## src/rtl/core/tssc_pkg.sv

```systemverilog
// Shared constants for the tri-scanner sector classifier.
// Register indexes, fixed register widths and reset values. No dependencies.
package tssc_pkg;

  localparam int CFG_INDEX_BITS  = 3;
  localparam int SECTOR_LEN_BITS = 11;

  localparam logic [CFG_INDEX_BITS-1:0] REG_SECTOR_MODE = 3'd0;
  localparam logic [CFG_INDEX_BITS-1:0] REG_SECTOR_LEN  = 3'd1;
  localparam logic [CFG_INDEX_BITS-1:0] REG_LOWER_LIMIT = 3'd2;
  localparam logic [CFG_INDEX_BITS-1:0] REG_UPPER_LIMIT = 3'd3;
  localparam logic [CFG_INDEX_BITS-1:0] REG_MAX_DELTA   = 3'd4;

  localparam int SECTOR_MODE_RST = 1;
  localparam int SECTOR_LEN_RST  = 20;
  localparam int LOWER_LIMIT_RST = 100;
  localparam int UPPER_LIMIT_RST = 30000;
  localparam int MAX_DELTA_RST   = 3000;

  // danger range ceiling, mm
  localparam int DANGER_CAP = 100000;

endpackage

```

## src/rtl/core/tssc_classify.sv

```systemverilog
// Combinational classification of one (low, mid, high) range triple.
// Gating, clear/danger/building/roof selection, mean of three. Uses tssc_pkg.
module tssc_classify #(
  parameter int RANGE_BITS = 16
) (
  input  logic [RANGE_BITS-1:0] low,
  input  logic [RANGE_BITS-1:0] mid,
  input  logic [RANGE_BITS-1:0] high,
  input  logic [RANGE_BITS-1:0] lower_limit,
  input  logic [RANGE_BITS-1:0] upper_limit,
  input  logic [RANGE_BITS-1:0] max_delta,
  output logic [RANGE_BITS-1:0] clear_range,
  output logic [RANGE_BITS-1:0] danger_range,
  output logic [RANGE_BITS-1:0] building_range,
  output logic [RANGE_BITS-1:0] roof_range
);
  import tssc_pkg::*;

  localparam int SUM_BITS  = RANGE_BITS + 2;
  localparam int SHIFT     = SUM_BITS + 2;
  localparam int PROD_BITS = SUM_BITS + SHIFT;
  // ceil(2^SHIFT / 3): exact floor division by 3 for SUM_BITS-bit sums
  localparam logic [SHIFT-1:0] RECIP3 = SHIFT'(((64'd1 << SHIFT) + 64'd2) / 64'd3);

  logic                  vl, vm, vh;
  logic [RANGE_BITS-1:0] mn, mx, lm_diff, vmin;
  logic [SUM_BITS-1:0]   sum;
  logic [PROD_BITS-1:0]  prod;
  logic [RANGE_BITS-1:0] mean;

  assign vl = (low  != '1) && (low  > lower_limit) && (low  < upper_limit);
  assign vm = (mid  != '1) && (mid  > lower_limit) && (mid  < upper_limit);
  assign vh = (high != '1) && (high > lower_limit) && (high < upper_limit);

  assign sum  = SUM_BITS'(low) + SUM_BITS'(mid) + SUM_BITS'(high);
  assign prod = PROD_BITS'(sum) * PROD_BITS'(RECIP3);
  assign mean = prod[SHIFT +: RANGE_BITS];

  always_comb begin
    mn = (low < mid) ? low : mid;
    mn = (high < mn) ? high : mn;
    mx = (low > mid) ? low : mid;
    mx = (high > mx) ? high : mx;
    lm_diff = (mid > low) ? (mid - low) : (low - mid);
    vmin = '1;
    if (vl && low < vmin) vmin = low;
    if (vm && mid < vmin) vmin = mid;
    if (vh && high < vmin) vmin = high;
    if (32'(vmin) > DANGER_CAP) vmin = RANGE_BITS'(DANGER_CAP);
  end

  always_comb begin
    clear_range    = '0;
    danger_range   = '0;
    building_range = '0;
    roof_range     = '0;
    if (!vl && !vm && !vh) begin
      clear_range = upper_limit;
    end else if (vl && vm && vh) begin
      danger_range = mn;
      if ((mx - mn) < max_delta) building_range = mean;
    end else if (vl && !vm && !vh) begin
      roof_range = low;
    end else if (vl && vm && !vh && (lm_diff < max_delta)) begin
      roof_range = low;
    end else begin
      danger_range = vmin;
    end
  end

endmodule

```

## src/rtl/core/tri_scan_sector_classifier_core.sv

```systemverilog
// An accepted closing beam is registered in stage A, classified, then registered in the result register.
// Throughput: one beam per cycle while in_stall is low; per-scanner minima and classification are combinational.
// Non-closing beams in sector mode produce no result; the output register holds one
// result while the next beam is taken. Reset (rst, synchronous) restores register
// defaults, clears the sector minima to all ones, the beam count to zero, and empties the pipe.
module tri_scan_sector_classifier_core #(
  parameter int MAX_SECTOR_LEN = 1024,
  parameter int RANGE_BITS     = 16
) (
  input  logic                                clk,
  input  logic                                rst,
  input  logic                                cfg_we,
  input  logic [tssc_pkg::CFG_INDEX_BITS-1:0] cfg_index,
  input  logic [((RANGE_BITS > tssc_pkg::SECTOR_LEN_BITS) ? RANGE_BITS :
                 tssc_pkg::SECTOR_LEN_BITS)-1:0] cfg_data,
  input  logic                                in_valid,
  output logic                                in_stall,
  input  logic [RANGE_BITS-1:0]               low_range,
  input  logic [RANGE_BITS-1:0]               mid_range,
  input  logic [RANGE_BITS-1:0]               high_range,
  input  logic                                end_of_scan,
  output logic                                out_valid,
  input  logic                                out_stall,
  output logic [RANGE_BITS-1:0]               clear_range,
  output logic [RANGE_BITS-1:0]               danger_range,
  output logic [RANGE_BITS-1:0]               building_range,
  output logic [RANGE_BITS-1:0]               roof_range,
  output logic                                last_of_scan
);
  import tssc_pkg::*;

  localparam int CNT_BITS = (MAX_SECTOR_LEN > 1) ? $clog2(MAX_SECTOR_LEN) : 1;
  localparam int LEN_BITS = ($clog2(MAX_SECTOR_LEN + 1) > SECTOR_LEN_BITS) ?
                            $clog2(MAX_SECTOR_LEN + 1) : SECTOR_LEN_BITS;

  logic                       sector_mode;
  logic [SECTOR_LEN_BITS-1:0] sector_len;
  logic [RANGE_BITS-1:0]      lower_limit, upper_limit, max_delta;

  logic [RANGE_BITS-1:0]      low_min, mid_min, high_min;
  logic [CNT_BITS-1:0]        beam_in_sector;

  logic                       a_valid, a_eos;
  logic [RANGE_BITS-1:0]      a_low, a_mid, a_high;

  logic                       in_accept, out_free, a_free, sector_done;
  logic [RANGE_BITS-1:0]      low_cur, mid_cur, high_cur;
  logic [LEN_BITS-1:0]        len_raw, len_eff;
  logic [RANGE_BITS-1:0]      c_clear, c_danger, c_building, c_roof;

  // config
  always_ff @(posedge clk) begin
    if (rst) begin
      sector_mode <= 1'(SECTOR_MODE_RST);
      sector_len  <= SECTOR_LEN_BITS'(SECTOR_LEN_RST);
      lower_limit <= RANGE_BITS'(LOWER_LIMIT_RST);
      upper_limit <= RANGE_BITS'(UPPER_LIMIT_RST);
      max_delta   <= RANGE_BITS'(MAX_DELTA_RST);
    end else if (cfg_we) begin
      case (cfg_index)
        REG_SECTOR_MODE: sector_mode <= cfg_data[0];
        REG_SECTOR_LEN:  sector_len  <= cfg_data[SECTOR_LEN_BITS-1:0];
        REG_LOWER_LIMIT: lower_limit <= cfg_data[RANGE_BITS-1:0];
        REG_UPPER_LIMIT: upper_limit <= cfg_data[RANGE_BITS-1:0];
        REG_MAX_DELTA:   max_delta   <= cfg_data[RANGE_BITS-1:0];
        default: ;
      endcase
    end
  end

  // handshake
  assign out_free  = !out_valid || !out_stall;
  assign a_free    = !a_valid || out_free;
  assign in_stall  = !a_free;
  assign in_accept = in_valid && !in_stall;

  // running minima
  always_comb begin
    if (sector_mode) begin
      low_cur  = (low_range  < low_min)  ? low_range  : low_min;
      mid_cur  = (mid_range  < mid_min)  ? mid_range  : mid_min;
      high_cur = (high_range < high_min) ? high_range : high_min;
    end else begin
      low_cur  = low_range;
      mid_cur  = mid_range;
      high_cur = high_range;
    end
    len_raw = LEN_BITS'(sector_len);
    if (len_raw == '0) begin
      len_eff = LEN_BITS'(1);
    end else if (len_raw > LEN_BITS'(MAX_SECTOR_LEN)) begin
      len_eff = LEN_BITS'(MAX_SECTOR_LEN);
    end else begin
      len_eff = len_raw;
    end
    sector_done = !sector_mode || end_of_scan ||
                  ((LEN_BITS'(beam_in_sector) + LEN_BITS'(1)) >= len_eff);
  end

  always_ff @(posedge clk) begin
    if (rst) begin
      low_min        <= '1;
      mid_min        <= '1;
      high_min       <= '1;
      beam_in_sector <= '0;
    end else if (in_accept) begin
      if (sector_done) begin
        low_min        <= '1;
        mid_min        <= '1;
        high_min       <= '1;
        beam_in_sector <= '0;
      end else begin
        low_min        <= low_cur;
        mid_min        <= mid_cur;
        high_min       <= high_cur;
        beam_in_sector <= beam_in_sector + CNT_BITS'(1);
      end
    end
  end

  // stage A: closed sector or passed beam
  always_ff @(posedge clk) begin
    if (rst) begin
      a_valid <= 1'b0;
    end else if (a_free) begin
      a_valid <= in_accept && sector_done;
    end
  end

  always_ff @(posedge clk) begin
    if (in_accept) begin
      a_low  <= low_cur;
      a_mid  <= mid_cur;
      a_high <= high_cur;
      a_eos  <= end_of_scan;
    end
  end

  tssc_classify #(
    .RANGE_BITS(RANGE_BITS)
  ) u_classify (
    .low           (a_low),
    .mid           (a_mid),
    .high          (a_high),
    .lower_limit   (lower_limit),
    .upper_limit   (upper_limit),
    .max_delta     (max_delta),
    .clear_range   (c_clear),
    .danger_range  (c_danger),
    .building_range(c_building),
    .roof_range    (c_roof)
  );

  // result register
  always_ff @(posedge clk) begin
    if (rst) begin
      out_valid <= 1'b0;
    end else if (out_free) begin
      out_valid <= a_valid;
    end
  end

  always_ff @(posedge clk) begin
    if (out_free && a_valid) begin
      clear_range    <= c_clear;
      danger_range   <= c_danger;
      building_range <= c_building;
      roof_range     <= c_roof;
      last_of_scan   <= a_eos;
    end
  end

`ifndef SYNTHESIS
  a_clear_alone: assert property (@(posedge clk) disable iff (rst)
    out_valid && clear_range != '0 |->
      danger_range == '0 && building_range == '0 && roof_range == '0)
    else $error("clear result carries other ranges");

  a_building_danger: assert property (@(posedge clk) disable iff (rst)
    out_valid && building_range != '0 |->
      danger_range != '0 && danger_range <= building_range && roof_range == '0)
    else $error("building range without matching danger range");

  a_pass_clears: assert property (@(posedge clk) disable iff (rst)
    in_accept && !sector_mode |=>
      beam_in_sector == '0 && low_min == '1 && mid_min == '1 && high_min == '1)
    else $error("pass mode left sector state");

  a_eos_emits: assert property (@(posedge clk) disable iff (rst)
    in_accept && end_of_scan |=> a_valid && a_eos)
    else $error("end of scan beam did not close sector");
`endif

endmodule

```

## config.mk

```make
export PLATFORM = sky130hd
export DESIGN_NAME = tri_scan_sector_classifier_core
export DESIGN_NICKNAME = d
export VERILOG_FILES = /design/src/rtl/core/tssc_pkg.sv /design/src/rtl/core/tssc_classify.sv /design/src/rtl/core/tri_scan_sector_classifier_core.sv
export SDC_FILE = /design/constraint.sdc
export NUM_CORES = 1
export LEC_CHECK = 0
export BUFFER_PORTS_ARGS = -buffer_cell sky130_fd_sc_hd__buf_2
export CORE_MARGIN = 2
export CORE_UTILIZATION = 55
export CTS_CLUSTER_DIAMETER = 100
export DETAILED_ROUTE_END_ITERATION = 12
export GPL_TIMING_DRIVEN = 0
export PLACE_DENSITY = 0.75
export SLEW_MARGIN = 20
export SYNTH_ARGS = -nofsm -noshare
export SYNTH_HDL_FRONTEND = slang
export SYNTH_SLANG_ARGS = --single-unit
```

## constraint.sdc

```tcl
create_clock -name clk -period 20.6 [get_ports clk]
set_input_delay 0 -clock clk [delete_from_list [all_inputs] [get_ports clk]]
set_output_delay 0 -clock clk [all_outputs]
set_load 0.02 [all_outputs]
```

==> implementation parameters <==
Parameter                              Value

Setup path
  Slowest CP cell ... sky130_fd_sc_hd__edfxtp_1
  Number of cells on the critical path ... 39
  Required time reported for the critical path endpoint ... between 20 and 25 ns
  Timing startpoint of the critical path ... a_low[1]
  Critical path peak fanout ... 12
  Register-to-Register Path Depth ... 39
  Kind of cell adding the most delay to the critical path ... adder cells
  Worst path bufs/invs ... 5
  Delay of the slowest critical-path stage ... 1.06 ns
  Worst EP arrival ... 11.73 ns
  RR Startpoint ... a_low[1]
  Endpoint type of the worst setup path ... flop
  Critical path class ... flop to flop
  Kind of launch point of the worst setup path ... flop

GRT
  Remaining Overflow, GRT ... 0
  Via count of the first global-routing pass ... around 23000
  Global-route wire length before repair ... 125000 microns
  Maximum number of pins on one net before global-route repair ... 41
  Initial antenna violation count ... 0
  Total track usage ... 0.336

Timing
  Worst max-slew margin expressed relative to the limit ... 0.283
  Final critical-path required period ... 11.30 ns
  Unrepaired setup endpoints after global routing ... no
  Clk_skew ... 0.0342 ns
  Total Neg Setup Slack ... 0 ns
  Final setup vio count ... 0
  Highest achievable clock rate ... 0.0885 GHz
  Actual transition at the worst max-transition pin ... 1.08 ns
  Hold Fails Final Rpt ... 0
  Number of pins exceeding their max-slew limit in the final report ... 0
  Fin crit share ... 0.548

Layout
  Number of fill cells ... 3893
  Layout overhead on the synthesized area ... 12.5%
  Fraction of layout cells with a size suffix above 1 ... 0.0817
  Net count, final ... 3831
  Final cell count without fillers ... about 3800

Route
  Number of DRC violations after detailed routing ... 0
  Count of routing violations after the opening detailed-route iteration ... 1736
  Per-cell routed wire length ... 21.4 microns
  Number of iterations in the first detailed-routing pass ... 6
  Vias/cell ... 6.11
  Number of nets with antenna violations after detailed routing ... 0
  Total via count in the routed design ... 23218
  Total routed wirelength ... 81500 microns

Synth
  Number of enable flip-flop cells after synthesis ... roughly 110
  Share of the synthesized area in the top cell type ... 0.230
  Area leader, netlist ... sky130_fd_sc_hd__ha_1
  Synthesized cell area ... 25600 sq um
  Number of distinct library cell variants in the gate-level netlist after synthesis ... between 80 and 90
  Mean cell area of the mapped netlist ... 8.76 sq um
  Most used flip-flop cell after synthesis ... sky130_fd_sc_hd__dfxtp_1
  Async SR Flop Fraction ... 0
  Warnings, synthesis ... 0
  Net count after synthesis ... 3583
  FF+latch count, synth ... 234
  Post-Synthesis Cells ... 2927
  Fraction of the yosys area taken by sequential cells ... 0.227
  Top area cells in the synthesized netlist ... sky130_fd_sc_hd__ha_1, sky130_fd_sc_hd__edfxtp_1, sky130_fd_sc_hd__dfxtp_1

Placement
  Post-detailed-placement half-perimeter wirelength ... ~63000 microns
  RePlAce Congestion ... 1.03
  DP Cell Count ... 3676
  Number of input and output port buffers inserted ... 138

Floorplanning
  Area enclosed by the die boundary ... between 40000 and 50000 sq um
  Area of the core ... ~46000 sq um
  Y dimension of the die ... 220 microns
  Number of placed I/O pins ... 140
  FP Rows ... 79
  Width of the chip ... 220 microns
  Initial Utilization ... 0.554

Run status
  Run status ... finished clean

Clock tree
  CTS Root Cell ... sky130_fd_sc_hd__clkbuf_16
  Deepest level of the CTS H-tree ... 1
  Source-to-sink clock delay at the later pin of the worst-skew pair ... 0.57 ns
  Bufs on Longest Clock Path ... 3
  Cts repair resizes ... 0
  Number of buffers created by CTS ... 27
  Clock transition at the register clock pins on the worst setup and hold paths after CTS ... 0.06 ns
  Clock sink count ... 234
  TritonCTS clock tree ... built

Worst hold path
  WHS Path Cells ... 2
  Min-Delay Path Class ... primary input to flop
  Worst Min Path Start ... end_of_scan

Job
  Count of maximum capacitance violations ... 0
==> what timing repair did <==
| item | 4_1_cts | 5_1_grt |
|---|---|---|
| setup buffers | 0 | 0 |
| hold endpoints to repair | 171 | 0 |
| hold buffers | 77 | 0 |
==> worst reg2reg max path: cells and delay by family (launching register included) <==
| family | cells | cell delay [ns] |
|---|---|---|
| AND/OR/NAND/NOR | 9 | 2.08 |
| buffers and inverters | 5 | 0.62 |
| flip-flops | 1 | 1.06 |
| AO/OA/AOI/OAI | 14 | 3.34 |
| adder cells (fa/ha/maj) | 9 | 3.62 |
| XOR/XNOR | 2 | 0.42 |
==> cell type report <==
cell class | count | area (sq um) | area share
Antenna cell | 1 | 2.50 | 0.0000868
Buffer | 102 | 445 | 0.0155
Clock buffer | 36 | 761 | 0.0264
Clock inverter | 12 | 93.8 | 0.00326
Inverter | 412 | 1550 | 0.0537
Multi-Input combinational cell | 2179 | 17800 | 0.618
Sequential cell | 234 | 5830 | 0.202
Tap cell | 607 | 759 | 0.0264
Timing Repair Buffer | 219 | 1560 | 0.0543
==> per-layer routing <==
metal  global-route usage  vias to the layer above  routed length [microns]
li1                     -                    10856                        -
met1                0.386                    10988                    30600
met2                0.584                     1017                    39100
met3               0.0566                      357                     6160
met4                0.204                        0                     5580
met5                    0                        -                        0
==> logic make-up after synthesis <==
family,synth area share
xor+xnor,0.0320
simple gates,0.148
compound gates,0.182
buf+inv,0.0777
flops,0.227
fa+ha+maj,0.317
mux,0.0162
==> registers in the layout (all words and copies together), names as in the netlist, 16 cells and up <==
register        flops
max_delta          16
building_range     16
roof_range         16
a_high             16
clear_range        16
upper_limit        16
high_min           16
a_mid              16
a_low              16
mid_min            16
lower_limit        16
low_min            16
danger_range       16
==> synthesized netlist by cell type, drive strengths merged (20+ instances only) <==
master	n
buf	28
o221ai	20
a21o	88
dfxtp	120
nor2b	32
o211ai	94
a21oi	235
ha	471
edfxtp	114
inv	411
nand4	77
fa	112
o21a	21
mux2i	40
xnor2	61
nand2	215
and2	24
nor3	68
nand3	84
xor2	30
clkbuf	74
nor2	164
o21ai	110
nand3b	25
==> worst paths after layout <==
check                        to  slack (ns)
max reg2reg  building_range[15]        9.30
max          building_range[15]        9.30
min reg2reg        last_of_scan        0.42
min                       a_eos        0.22
==> placed cells by master (no fill, tap or decap), types with 19 or more instances in the layout <==
cell                            synthesis  layout
sky130_fd_sc_hd__ha_1                 471     471
sky130_fd_sc_hd__inv_1                410     409
sky130_fd_sc_hd__a21oi_1              233     233
sky130_fd_sc_hd__nand2_1              215     215
sky130_fd_sc_hd__nor2_1               163     163
sky130_fd_sc_hd__buf_2                 20     158
sky130_fd_sc_hd__dfxtp_1              120     120
sky130_fd_sc_hd__edfxtp_1             114     114
sky130_fd_sc_hd__fa_1                 112     112
sky130_fd_sc_hd__o21ai_0               94      94
sky130_fd_sc_hd__a21o_1                87      87
sky130_fd_sc_hd__nand3_1               84      84
sky130_fd_sc_hd__o211ai_1              81      81
sky130_fd_sc_hd__clkbuf_1              74      79
sky130_fd_sc_hd__nand4_1               77      77
sky130_fd_sc_hd__dlygate4sd3_1          0      77
sky130_fd_sc_hd__nor3_1                68      68
sky130_fd_sc_hd__xnor2_1               61      61
sky130_fd_sc_hd__mux2i_1               39      39
sky130_fd_sc_hd__nor2b_1               32      32
sky130_fd_sc_hd__xor2_1                30      30
sky130_fd_sc_hd__clkbuf_16              0      28
sky130_fd_sc_hd__nand3b_1              25      25
sky130_fd_sc_hd__and2_1                23      23
sky130_fd_sc_hd__o21a_1                21      21
sky130_fd_sc_hd__and3_1                19      19
sky130_fd_sc_hd__nand2b_1              19      19
==> stage by stage <==
step / hold slack (ns) / cell area (sq um) / setup WS, ns / utilization
finish: 0.216 / 28800 / 9.30 / 0.623
global route: 0.211 / 28800 / 8.83 / 0.623
floorplan: 0.0989 / 25600 / 11.79 / -
global placement: 0.214 / 27100 / 9.66 / 0.585
CTS: 0.173 / 28800 / 9.55 / 0.623
detailed placement: 0.206 / 27200 / 9.58 / 0.588
Power is not shown: default switching activity piles up to over one toggle a cycle in this logic, so the estimate is an artifact.
